`src/rtl/sliding_window_peak_event_count_defines.svh`:
```
// Assertion helpers for the RTL files; only swpec_dp includes them.
// Each macro expects clk and rst_n in scope.
`ifndef SLIDING_WINDOW_PEAK_EVENT_COUNT_DEFINES_SVH
`define SLIDING_WINDOW_PEAK_EVENT_COUNT_DEFINES_SVH

// The consequent must hold in the same cycle as the antecedent.
`define SWPEC_ASSERT_SAME(label, ante, cons) \
    label: assert property (@(posedge clk) disable iff (!rst_n) (ante) |-> (cons)) \
        else $error("swpec assertion failed");

// The consequent must hold in the cycle after the antecedent.
`define SWPEC_ASSERT_NEXT(label, ante, cons) \
    label: assert property (@(posedge clk) disable iff (!rst_n) (ante) |=> (cons)) \
        else $error("swpec assertion failed");

`endif

```
`src/rtl/swpec_pkg.sv`:
```
package swpec_pkg;

    localparam int RING_DEPTH = 1024;
    localparam int PTR_W      = $clog2(RING_DEPTH);
    localparam int CNT_W      = $clog2(RING_DEPTH + 1);
    localparam int STAMP_W    = 32;
    localparam int OUT_CNT_W  = 11;
    localparam int ADDR_W     = 3;
    localparam int DATA_W     = 32;

    localparam logic [STAMP_W-1:0] WINDOW_RESET = 32'd60;

    // Register indexes, taken from paddr[ADDR_W-1:2].
    localparam logic REG_WINDOW = 1'b0;

    typedef struct packed {
        logic load;
        logic drop;
        logic set_ovf;
        logic push;
    } swpec_cmd_t;

    typedef struct packed {
        logic cnt_zero;
        logic span_over;
        logic full;
        logic out_busy;
    } swpec_sts_t;

endpackage

```
`src/rtl/swpec_regs.sv`:
```
module swpec_regs
    import swpec_pkg::*;
(
    input  logic                clk,
    input  logic                rst_n,
    input  logic                psel,
    input  logic                penable,
    input  logic                pwrite,
    input  logic [ADDR_W-1:0]   paddr,
    input  logic [DATA_W-1:0]   pwdata,
    output logic [DATA_W-1:0]   prdata,
    output logic                pready,
    output logic [STAMP_W-1:0]  window_seconds
);

    logic [STAMP_W-1:0] window_reg;
    logic [STAMP_W-1:0] window_next;
    logic               wr_en;

    assign pready = 1'b1;
    assign wr_en  = psel && penable && pwrite && (paddr[ADDR_W-1] == REG_WINDOW);

    always_comb
    begin
        window_next = window_reg;
        if (wr_en)
        begin
            window_next = pwdata[STAMP_W-1:0];
        end
    end

    always_ff @(posedge clk or negedge rst_n)
    begin
        if (!rst_n)
        begin
            window_reg <= WINDOW_RESET;
        end
        else
        begin
            window_reg <= window_next;
        end
    end

    always_comb
    begin
        unique case (paddr[ADDR_W-1])
            REG_WINDOW: prdata = DATA_W'(window_reg);
            default:    prdata = '0;
        endcase
    end

    assign window_seconds = window_reg;

endmodule

```
`config.mk`:
```
export PLATFORM = sky130hd
export DESIGN_NAME = swpec_regs
export DESIGN_NICKNAME = d
export VERILOG_FILES = /design/src/rtl/sliding_window_peak_event_count_defines.svh /design/src/rtl/swpec_pkg.sv /design/src/rtl/swpec_regs.sv
export SDC_FILE = /design/constraint.sdc
export NUM_CORES = 1
export LEC_CHECK = 0
export BUFFER_PORTS_ARGS = -buffer_cell sky130_fd_sc_hd__buf_2
export CAP_MARGIN = 15
export CORE_ASPECT_RATIO = 0.7
export CORE_MARGIN = 3
export CORE_UTILIZATION = 46
export CTS_BUF_LIST = sky130_fd_sc_hd__clkbuf_4
export CTS_CLUSTER_DIAMETER = 50
export DETAILED_ROUTE_END_ITERATION = 8
export PLACE_DENSITY_LB_ADDON = 0.15
export SLEW_MARGIN = 20
export SYNTH_ARGS = -nofsm -noshare
export SYNTH_HDL_FRONTEND = slang
export SYNTH_SLANG_ARGS = --single-unit
```
`constraint.sdc`:
```
create_clock -name clk -period 2.2 [get_ports clk]
set_clock_uncertainty 0.2 [all_clocks]
set_input_delay 0.22 -clock clk [delete_from_list [all_inputs] [get_ports clk]]
set_output_delay 0.22 -clock clk [all_outputs]
set_load 0.02 [all_outputs]
```
Word-level counts from Yosys, hierarchy flattened
Cells that the tools add are included.
{ "totals": {"memories": 0, "latch_bits": 0, "register_bits": 32, "mem_bits_ro": 0, "out_inout_bits": 65, "in_bits": 40, "mem_bits_rw": 0, "elab_cells": 6} }
{ "op_classes": {"magnitude_cmp": 0, "n_mux": 1, "shifts": 0, "add_sub_neg": 0, "reduce_logical": 3, "multipliers": 0, "div": 0, "n_bitwise": 1, "eq_ne": 0} }
{ "op_table": {"columns": ["op", "count"], "rows": [
  ["32-bit 2-to-1 mux", 1],
  ["1-bit logical AND", 3],
  ["1-bit NOT", 1]
]} }

Longest topological paths before layout
{ "logic_depth": {"depth_word": 3, "depth_mapped": 3, "ltp_nobuf": 2} }

Worst setup path before layout
Ideal clock, no wire load.
{ "synth_timing": {"kind": "reg-to-output", "startpoint": "reg window_reg[2] (netlist: window_seconds[2])", "endpoint": "out prdata[2]", "path_buffers": 0, "t_arrival_ns": 0.935, "path_slack_ns": 0.845, "path_stages_with_launch": 2, "required_ns": 1.780, "cell_sequence": "dfstp_2 nor2b_1"} }
{ "synth_between": {"elab_chain_len": 1} }
{ "synth_rtl": {"columns": ["item", "line_no", "rtl"], "rows": [
  ["start, declared", "swpec_regs.sv:16", "logic [STAMP_W-1:0] window_reg;"],
  ["start signal, assigned", "swpec_regs.sv:40", "window_reg <= window_next;"],
  ["32-bit 2-to-1 mux", "swpec_regs.sv:46", "unique case (paddr[ADDR_W-1])"],
  ["end, declared", "swpec_regs.sv:11", "output logic [DATA_W-1:0] prdata,"]
]} }
No other way between the ends.

Final worst setup path
{ "layout_timing": {"startpoint": "reg window_reg[5] (netlist: window_seconds[5])", "endpoint": "out prdata[5]"} }
Same word-level chain as after synthesis.

==> out/results.ini <==
[critical_path]
required_ps = 1780
r2r_start = window_seconds[27]
crit_chain = nor2b_1 -> buf_2
reg2regPathDepth = 1
reg2reg_slack_ps = 1200
cp_top_family = flip-flops
criticalPathCategory = flip-flop to primary output
r2r_end = window_seconds[27]
cp_data_arrival_time_ps = 1170
critPathCaptureType = primary output
crit_path_max_incr_delay_ps = 540
critical_path_buf_inv_count = 1
critPathMaxFanout = 3
cp_slowest_cell = dfstp_2
startpoint_type = flip-flop

[timing]
holdWs_ps = 294
finalSetupViolations = 0
fin_tns_setup_ps = 0
layout_setup_ws_ps = 615
relSlewSlack_pct = 47.1
period_minus_slack_ps = 1590
drv_slew = 0
fmax_mhz = 631
grt_setup_unrepaired = false
post-route-period-util_pct = 72.1
tightest_slew_ps = 792
finalHoldViolations = 0

[grt]
grtUsageMet2_pct = 35.4
antenna_found_initial = 0
grt_pass1_wl_mm = 5.74
top_usage_layer = met2
globalRouteMet1Util_pct = 22.3
grt_max_degree = 33
grt-ovfl-total = 0
grt_pass1_vias = 1178
use_met3_pct = 5.69
grt.total_usage_pct = 19.9

[layout]
fin_util_pct = 77.0
fin_nets = 280
syn_to_final_growth_pct = 57.6
multi_input_area_um2 = 701
antennaDiodeCount = 0
regArea_um2 = 806
fin_cells = 279
largest_register_ffs = 32
nFillCells = 221
drive_above_1_share_pct = 61.0

[clock_network]
root_buffer = clkbuf_4
clkTransAtPathRegs_ps = 90
cts_tree = yes
cts_made_buffers = 5
cts.sinks = 32
cts_buffer_depth = 2
ctsHtreeMaxLevel = 2
cts-resized-gates = 0
clock_latency_ps = 310

[place]
globalplace.congestion = 0.730
dp.cells = 238
pre_cts_slack_ps = 291
portBuffers = 101

[logic_synthesis]
syn-cell-area_mm2 = 0.00156
syn_avg_cell_area_um2 = 14.8
synthFlopType = dfrtp_1
ys_top_cells_by_area = dfrtp_1 45%, mux2_4 29%, nor2b_1 13%, dfstp_2 6.7%, buf_6 2.2%
synth_edf_count = 0
yosysMostFrequentCell = nor2b_1
async_flop_share_pct = 100
syn-num-nets = 145
ys_ff_latch = 32
yosysTopAreaCellShare_pct = 44.9
synth_common_cells = 32 x nor2b_1, 30 x mux2_4, 28 x dfrtp_1
yosysSeqAreaShare_pct = 51.7
yosys_warnings = 0
synth_top_area_cell = dfrtp_1
synth_cell_type_count = 10
syn_inst = 105

[die]
rows = 17
dieHeight_um = 54.7
ioPinCount = 105
core_area_mm2 = 0.00319
dieWidth_um = 75.6
fp.dieArea_mm2 = 0.00413
initial_core_util_pct = 48.9

[routing]
ant_nets = 0
wl_per_cell_um = 14.7
firstDrtPassIters = 2
postRouteWirelength_mm = 4.10
vias = 1267
drcViolationCount = 0
first_iter_violations = 28
vias_per_cell = 4.54

[pwr]
leakagePower_nw = 1.37
power-per-cell-area_mw_per_mm2 = 828
ir_drop_mv = 0.542

[flow_run]
max_cap_violations = 0

[min_path]
worstHoldPathType = primary input to asynchronous set/reset pin

[run_status]
status = finished, final reports clean

-- logic make-up after synthesis --
group                  Yosys count  synth area share [%]
buffers and inverters            7                  3.37
DFF                             32                  51.7
muxes                           32                  30.3
other                            1                 0.241
and+or+nand+nor                 33                  14.4
-- per-layer routing --
layer	vias up	part of all wire (%)	wire length (µm)
li1	615	-	-
met1	590	41	1680
met2	55	52	2110
met3	7	5.8	238
met4	0	1.5	63
met5	-	0	0
-- cell type report --
type	instances	share of cell area, %
clock buffers	8	2.44
repair buffers	135	34.3
multi-input cells	66	28.5
well taps	38	1.93
flip-flops and latches	32	32.8
-- cells in the final DEF, fill, tap and decap left out --
cell	n
buf_2	101
dlygate4sd3_1	33
nor2b_1	32
mux2_4	30
dfrtp_1	28
clkbuf_4	8
dfstp_2	4
mux2_2	2
nand4b_4	1
conb_1	1
buf_4	1
-- worst max path at each step --
stage                      start            endpoint  slack, ps  depth (start not counted)
2_1_floorplan  window_seconds[2]           prdata[2]        840                          1
3_3_place_gp            paddr[2]  window_seconds[28]        320                          3
3_5_place_dp            paddr[2]  window_seconds[10]        290                          3
4_1_cts        window_seconds[3]           prdata[3]        610                          2
5_1_grt        window_seconds[5]           prdata[5]        510                          2
6_report       window_seconds[5]           prdata[5]        610                          2
-- power breakdown --
part           internal (W)  switching [W]
clock              0.000164       0.000179
combinational      0.000418       0.000449
sequential         0.000730      0.0000951
-- per-stage QoR --
stage               cell area, µm²  total power [W]
global route                  2460          0.00215
CTS                           2460          0.00205
global placement              2070          0.00163
finish                        2460          0.00204
floorplan                     1560          0.00136
detailed placement            2070          0.00165
-- timing repair --
item | 4_1_cts | 5_1_grt
hold endpoints to repair | 60 | 0
hold buffers | 33 | 0
setup buffers | 0 | 0
No activity file was read; power rests on OpenSTA's default activity.
