### config.mk
export PLATFORM = sky130hd
export DESIGN_NAME = swpec_ctrl
export DESIGN_NICKNAME = d
export VERILOG_FILES = /design/src/rtl/sliding_window_peak_event_count_defines.svh /design/src/rtl/swpec_pkg.sv /design/src/rtl/swpec_ctrl.sv
export SDC_FILE = /design/constraint.sdc
export NUM_CORES = 1
export LEC_CHECK = 0
export ABC_AREA = 1
export BUFFER_PORTS_ARGS = -buffer_cell sky130_fd_sc_hd__buf_2
export CORE_AREA = 8 8 45 47
export CTS_BUF_LIST = sky130_fd_sc_hd__clkbuf_8
export CTS_CLUSTER_SIZE = 40
export DETAILED_ROUTE_END_ITERATION = 12
export DIE_AREA = 0 0 53 55
export PLACE_DENSITY = 0.37
export SYNTH_ARGS = -nofsm -noshare
export SYNTH_HDL_FRONTEND = slang
export SYNTH_SLANG_ARGS = --single-unit
### constraint.sdc
create_clock -name clk -period 1.1 [get_ports clk]
set_input_delay 0.055 -clock clk [delete_from_list [all_inputs] [get_ports clk]]
set_output_delay 0.055 -clock clk [all_outputs]
set_load 0.005 [all_outputs]
### src/rtl/sliding_window_peak_event_count_defines.svh
// Assertion helpers for the RTL files; only swpec_dp includes them.
// Each macro expects clk and rst_n in scope.
`ifndef SLIDING_WINDOW_PEAK_EVENT_COUNT_DEFINES_SVH
`define SLIDING_WINDOW_PEAK_EVENT_COUNT_DEFINES_SVH

// The consequent must hold in the same cycle as the antecedent.
`define SWPEC_ASSERT_SAME(label, ante, cons) \
    label: assert property (@(posedge clk) disable iff (!rst_n) (ante) |-> (cons)) \
        else $error("swpec assertion failed");

// The consequent must hold in the cycle after the antecedent.
`define SWPEC_ASSERT_NEXT(label, ante, cons) \
    label: assert property (@(posedge clk) disable iff (!rst_n) (ante) |=> (cons)) \
        else $error("swpec assertion failed");

`endif

### src/rtl/swpec_pkg.sv
package swpec_pkg;

    localparam int RING_DEPTH = 1024;
    localparam int PTR_W      = $clog2(RING_DEPTH);
    localparam int CNT_W      = $clog2(RING_DEPTH + 1);
    localparam int STAMP_W    = 32;
    localparam int OUT_CNT_W  = 11;
    localparam int ADDR_W     = 3;
    localparam int DATA_W     = 32;

    localparam logic [STAMP_W-1:0] WINDOW_RESET = 32'd60;

    // Register indexes, taken from paddr[ADDR_W-1:2].
    localparam logic REG_WINDOW = 1'b0;

    typedef struct packed {
        logic load;
        logic drop;
        logic set_ovf;
        logic push;
    } swpec_cmd_t;

    typedef struct packed {
        logic cnt_zero;
        logic span_over;
        logic full;
        logic out_busy;
    } swpec_sts_t;

endpackage

### src/rtl/swpec_ctrl.sv
module swpec_ctrl
    import swpec_pkg::*;
(
    input  logic        clk,
    input  logic        rst_n,
    input  logic        event_valid,
    output logic        event_stall,
    input  swpec_sts_t  sts,
    output swpec_cmd_t  cmd
);

    localparam logic [1:0] ST_IDLE = 2'd0;
    localparam logic [1:0] ST_POP  = 2'd1;
    localparam logic [1:0] ST_PUSH = 2'd2;

    logic [1:0] state_reg;
    logic [1:0] state_next;

    always_comb
    begin
        state_next = state_reg;
        cmd        = '0;
        unique case (state_reg)
            ST_IDLE:
            begin
                if (event_valid)
                begin
                    cmd.load   = 1'b1;
                    state_next = ST_POP;
                end
            end
            ST_POP:
            begin
                if (!sts.cnt_zero && sts.span_over)
                begin
                    cmd.drop = 1'b1;
                end
                else if (sts.full)
                begin
                    // The new oldest entry has to be read before the push.
                    cmd.drop    = 1'b1;
                    cmd.set_ovf = 1'b1;
                    state_next  = ST_PUSH;
                end
                else if (!sts.out_busy)
                begin
                    cmd.push   = 1'b1;
                    state_next = ST_IDLE;
                end
                else
                begin
                    state_next = ST_PUSH;
                end
            end
            ST_PUSH:
            begin
                if (!sts.out_busy)
                begin
                    cmd.push   = 1'b1;
                    state_next = ST_IDLE;
                end
            end
            default:
            begin
                state_next = ST_IDLE;
            end
        endcase
    end

    always_ff @(posedge clk or negedge rst_n)
    begin
        if (!rst_n)
        begin
            state_reg <= ST_IDLE;
        end
        else
        begin
            state_reg <= state_next;
        end
    end

    assign event_stall = (state_reg != ST_IDLE);

endmodule

### Word level (Yosys, flattened, before mapping)

Index checks and enable logic that the tools add are counted.

* bits in registers: 2
* bits of input ports: 7

* equal/unequal tests: 5
* multiplexer cells: 15
* reduce and logical (&&, ||, !) cells: 5

Operators with widths (count)
* two-way mux 2 bit: 8
* != test 2 bit (second input constant): 3
* case mux 2 bit (3 select lines): 1
* two-way mux 1 bit: 5
* AND reduction 3 bit: 1
* equality test 2 x 1 -> 1 bit (second input constant): 1
* equality test 2 bit (second input constant): 1
* logical NOT 2 bit: 1
* case mux 1 bit (2 select lines): 1
* nonzero test 2 bit: 1
* logical AND 1 bit: 1
* logical NOT 1 bit: 1

### Depth between registers and ports, before layout

* word-level depth: 4
* depth in mapped cells: 7

### Least setup slack after synthesis

No wires, ideal clock.

* path kind: register to register
* from: reg state_reg[0]
* to: reg state_reg[0]
* arrival time: 0.925 ns
* data required time: 0.983 ns
* path slack: 0.059 ns
* stages on the path, launching flop included: 8
* buffers on the path: 0
* cells stage by stage: dfrtp_1 inv_1 ha_1 inv_2 nor2_1 nor2_1 nand3_1 nand2_1

* word-level cells in the longest chain between the ends: 3

RTL lines
* start: declaration: RTL line swpec_ctrl.sv:16 `logic [1:0] state_reg;`
* start signal: assignment: RTL line swpec_ctrl.sv:78 `state_reg <= state_next;`
* equality test 2 x 1 -> 1 bit (tied with other cells): RTL line swpec_ctrl.sv:23 `unique case (state_reg)`
* != test 2 bit (no line)
* AND reduction 3 bit (no line)

Parallel ways exist; a longest one is shown, timed or not.
A chain may end at the register's enable or synchronous reset.

==> impl_metrics.yaml <==
setup_path:
  cp_cell_sequence: "buf_4 > ha_4 > nand2_1 > nand2_1 > buf_2"
  worst-r2r-cell-count: 6
  timing.critical_path.fanout_max: 4
  crit_family: "flip-flops"
  worst-r2r-setup-slack_ns: -0.03
  timing.critical_path.to_type: "output port"
  arrival_ns: 1.19
  worst_path_most_repeated_cell: "sky130_fd_sc_hd__nand2_1"
  crit_required_ns: 1.04
  critical_path_class: "flip-flop to output port"
  path_buf_inv: 2
  max_stage_delay_ns: 0.38
  worst_setup_path_start_kind: "flip-flop"
  crit-reg2reg-launch: "state_reg[0]"
  worst_setup_path_startpoint: "state_reg[0]"
  worst_path_max_delay_cell: "sky130_fd_sc_hd__dfrtp_1"
  r2r_end: "state_reg[0]"
timing:
  fin_crit_ns: 1.243
  fin_ws_ns: -0.1427
  final-setup-viol-count: 6
  final_max_slew_viol_count: 0
  finalCritPeriodShare_pct: 113.0
  rsz_0062_raised_after_global_routing: "true"
  timing.max_slew.rel_slack_pct: 88.45
  fmaxAchievable_mhz: 804.7
  tightest_slew_ns: 0.1726
  clock-skew-final_ns: 0.001410
  finalHoldViolations: 0
cts:
  ctsRootBufferMaster: "sky130_fd_sc_hd__clkbuf_8"
  htree_levels: 1
  clock_sinks: 2
  clkSlewWorstSetupHoldPaths_ns: 0.03
  cts_inserted_buffers: 3
  tritoncts: "done"
  worst_skew_pair.late_latency_ns: 0.21
  ctsLongestPathBuffers: 2
synth:
  leading_register_cell_type_out_of_synthesis: "sky130_fd_sc_hd__dfrtp_1"
  async_flop_share_pct: 100.0
  synth.distinct_cells: 11
  syn-cell-area_um2: 235.2
  synth_xor_xnor_area_share_pct: 0
  synth.ff_latch_count: 2
  synth_edf_count: 0
  synth_fp_nets: 48
  syn_inst_count: 37
  synth_adder_area_share_pct: 21.28
  syn-mean-instance-area_um2: 6.357
  synth_area_leader_cell: "sky130_fd_sc_hd__dfrtp_1"
  yosys.area_share.simple_pct: 37.77
  post-synth-top-count-cell: "sky130_fd_sc_hd__nand2_1"
  post_synth_main_area_contributors: "sky130_fd_sc_hd__dfrtp_1, sky130_fd_sc_hd__ha_1, sky130_fd_sc_hd__nand2_1, sky130_fd_sc_hd__inv_1, sky130_fd_sc_hd__nand3_1"
  synth.mux.area_fraction_pct: 0
  main_combinational_cell_family_by_area_after_synthesis: "simple AND/OR/NAND/NOR gates"
  yosys_warnings: 0
  synth_area_in_compound_gates_pct: 5.319
  yosys.area.top_type_share_pct: 21.28
  synth-seq-area-share_pct: 21.28
  synth_commonest_cells: "sky130_fd_sc_hd__nand2_1, sky130_fd_sc_hd__inv_1, sky130_fd_sc_hd__ha_1, sky130_fd_sc_hd__nand3_1, sky130_fd_sc_hd__nor2_1"
drt:
  drt_wl_total_um: 716
  vias_per_std_cell: 3.822
  routed_wire_length_per_instance_um: 9.808
  first_pass_iters: 4
  detail_route.iter0.violations: 3
  drcViolationCount: 0
  number_of_vias_in_the_routed_layout: 279
  ant_nets: 0
cells_and_area:
  layout_cell_share_with_drive_strength_beyond_1_pct: 52.63
  largest_reg_flops: 2
  fillers: 158
  flow.area_growth_from_synthesis_pct: 96.28
  num-nets-final: 70
  num_antenna_cells: 0
grt:
  grt_first_pass_wirelength_um: 1152
  grt_start_max_net_pins: 5
  antenna_found_initial: 0
  via_count_of_the_first_global_routing_pass: 297
  globalRoute.totalOverflow: 0
  grt.total_usage_pct: 6.011
power_and_ir_drop:
  irDropWorstVdd_mv: 0.7886
  power.density_cell_area_nw_per_um2: 2445
  power_dissipated_by_switching_net_loads_mw: 0.4175
  p_int_mw: 0.7116
  total_power_mw: 1.129
  power.switching_fraction_pct: 36.98
  seqPwrFrac_pct: 11.7
  clockPowerShare_pct: 25.4
  p_leak_nw: 0.2546
  combinationalPowerShare_pct: 62.8
status:
  violations: "negative setup slack"
  outcome: "finished, violations left"
die:
  core_area_um2: 1384
  dieArea_um2: 2915
  fp.dieH_um: 55
  die_width_um: 53
  initial_core_util_pct: 17.00
  rows: 14
  ios: 12
place:
  finalWeightedCongestion: 0.6492
  dp_slack_ns: -0.08018
  place_hpwl_um: 567
  placement.io_buffers: 11
worst_hold_path:
  worst_hold_path_type: "input port to asynchronous set/reset pin"
run:
  total_of_max_cap_violations: 0
cells by family (layout without fill, tap and decap cells):
group	Yosys count	count (layout)
flops	2	2
buf+inv	9	29
compound gates	2	2
fa+ha+maj	4	4
simple gates	20	20
layer usage:
metal / routed length, um / up-vias / track usage, %
met5: 0 / - / 0
met4: 13 / 0 / 7.759
met3: 55 / 2 / 2.941
met2: 393 / 7 / 9.961
met1: 254 / 120 / 4.559
li1: - / 150 / -
power groups by stage:
stage	combinational, mW	clock [mW]	sequential (mW)
4_1_cts	0.652	0.294	0.132
3_5_place_dp	0.473	0	0.137
2_1_floorplan	0.285	0	0.127
5_1_grt	0.804	0.308	0.137
3_3_place_gp	0.475	0	0.137
6_report	0.709	0.287	0.132
cell type report:
cell class              count  area [um2]  area share (%)
multi-input cells          26       207.7           44.99
repair buffers             17       108.9           23.58
flip-flops and latches      2       50.05           10.84
clock buffers               3       41.29           8.943
inverters                   9       33.78           7.317
well taps                  16       20.02           4.336
how the worst max path moves through the flow:
stage,slack (ns),endpoint,cells past startpoint
after detailed placement,-0.08,state_reg[0],7
final,-0.14,cmd[2],5
after CTS,-0.14,cmd[2],5
after global routing,-0.19,cmd[1],5
after floorplan,0.06,state_reg[0],7
after global placement,-0.08,state_reg[0],7
what timing repair did:
item	4_1_cts	5_1_grt
endpoints found under the hold margin	2	0
gates resized for setup	8	4
hold buffers	1	0
setup endpoints to repair	7	7
pin swaps	5	2
setup buffers	3	0
cells in the final DEF (no fill, tap or decap):
cell                             n
sky130_fd_sc_hd__nand2_2         1
sky130_fd_sc_hd__ha_1            1
sky130_fd_sc_hd__dlygate4sd3_1   1
sky130_fd_sc_hd__buf_6           1
sky130_fd_sc_hd__a21boi_1        1
sky130_fd_sc_hd__a21oi_2         1
sky130_fd_sc_hd__dfrtp_1         2
sky130_fd_sc_hd__nor2_1          3
sky130_fd_sc_hd__nand3_1         3
sky130_fd_sc_hd__nor2_2          1
sky130_fd_sc_hd__clkbuf_8        3
sky130_fd_sc_hd__nand3_4         1
sky130_fd_sc_hd__buf_4           5
sky130_fd_sc_hd__buf_2          10
sky130_fd_sc_hd__ha_4            3
sky130_fd_sc_hd__inv_1           6
sky130_fd_sc_hd__nand2_1        10
sky130_fd_sc_hd__nand3_2         1
sky130_fd_sc_hd__inv_2           3
worst reg2reg max path, delay by kind of cell (launching register included):
family,cells,cell delay (ns)
flops,1,0.38
buf+inv,1,0.15
simple gates,4,0.31
fa+ha+maj,1,0.17
per-stage QoR:
stage / utilization (%) / cells / area [um2] / hold slack [ns] / setup TNS [ns]
3_3_place_gp: 23.51 / 66 / 325.3 / -0.1580 / -0.1450
3_5_place_dp: 23.51 / 66 / 325.3 / -0.1553 / -0.1305
6_report: 33.36 / 73 / 461.7 / 0.1644 / -0.4418
5_1_grt: 33.36 / 73 / 461.7 / 0.1762 / -0.8733
4_1_cts: 31.37 / 73 / 434.2 / 0.1687 / -0.4744
2_1_floorplan: - / 37 / 235.2 / -0.2406 / 0
Power figures use the tool's default switching activity.
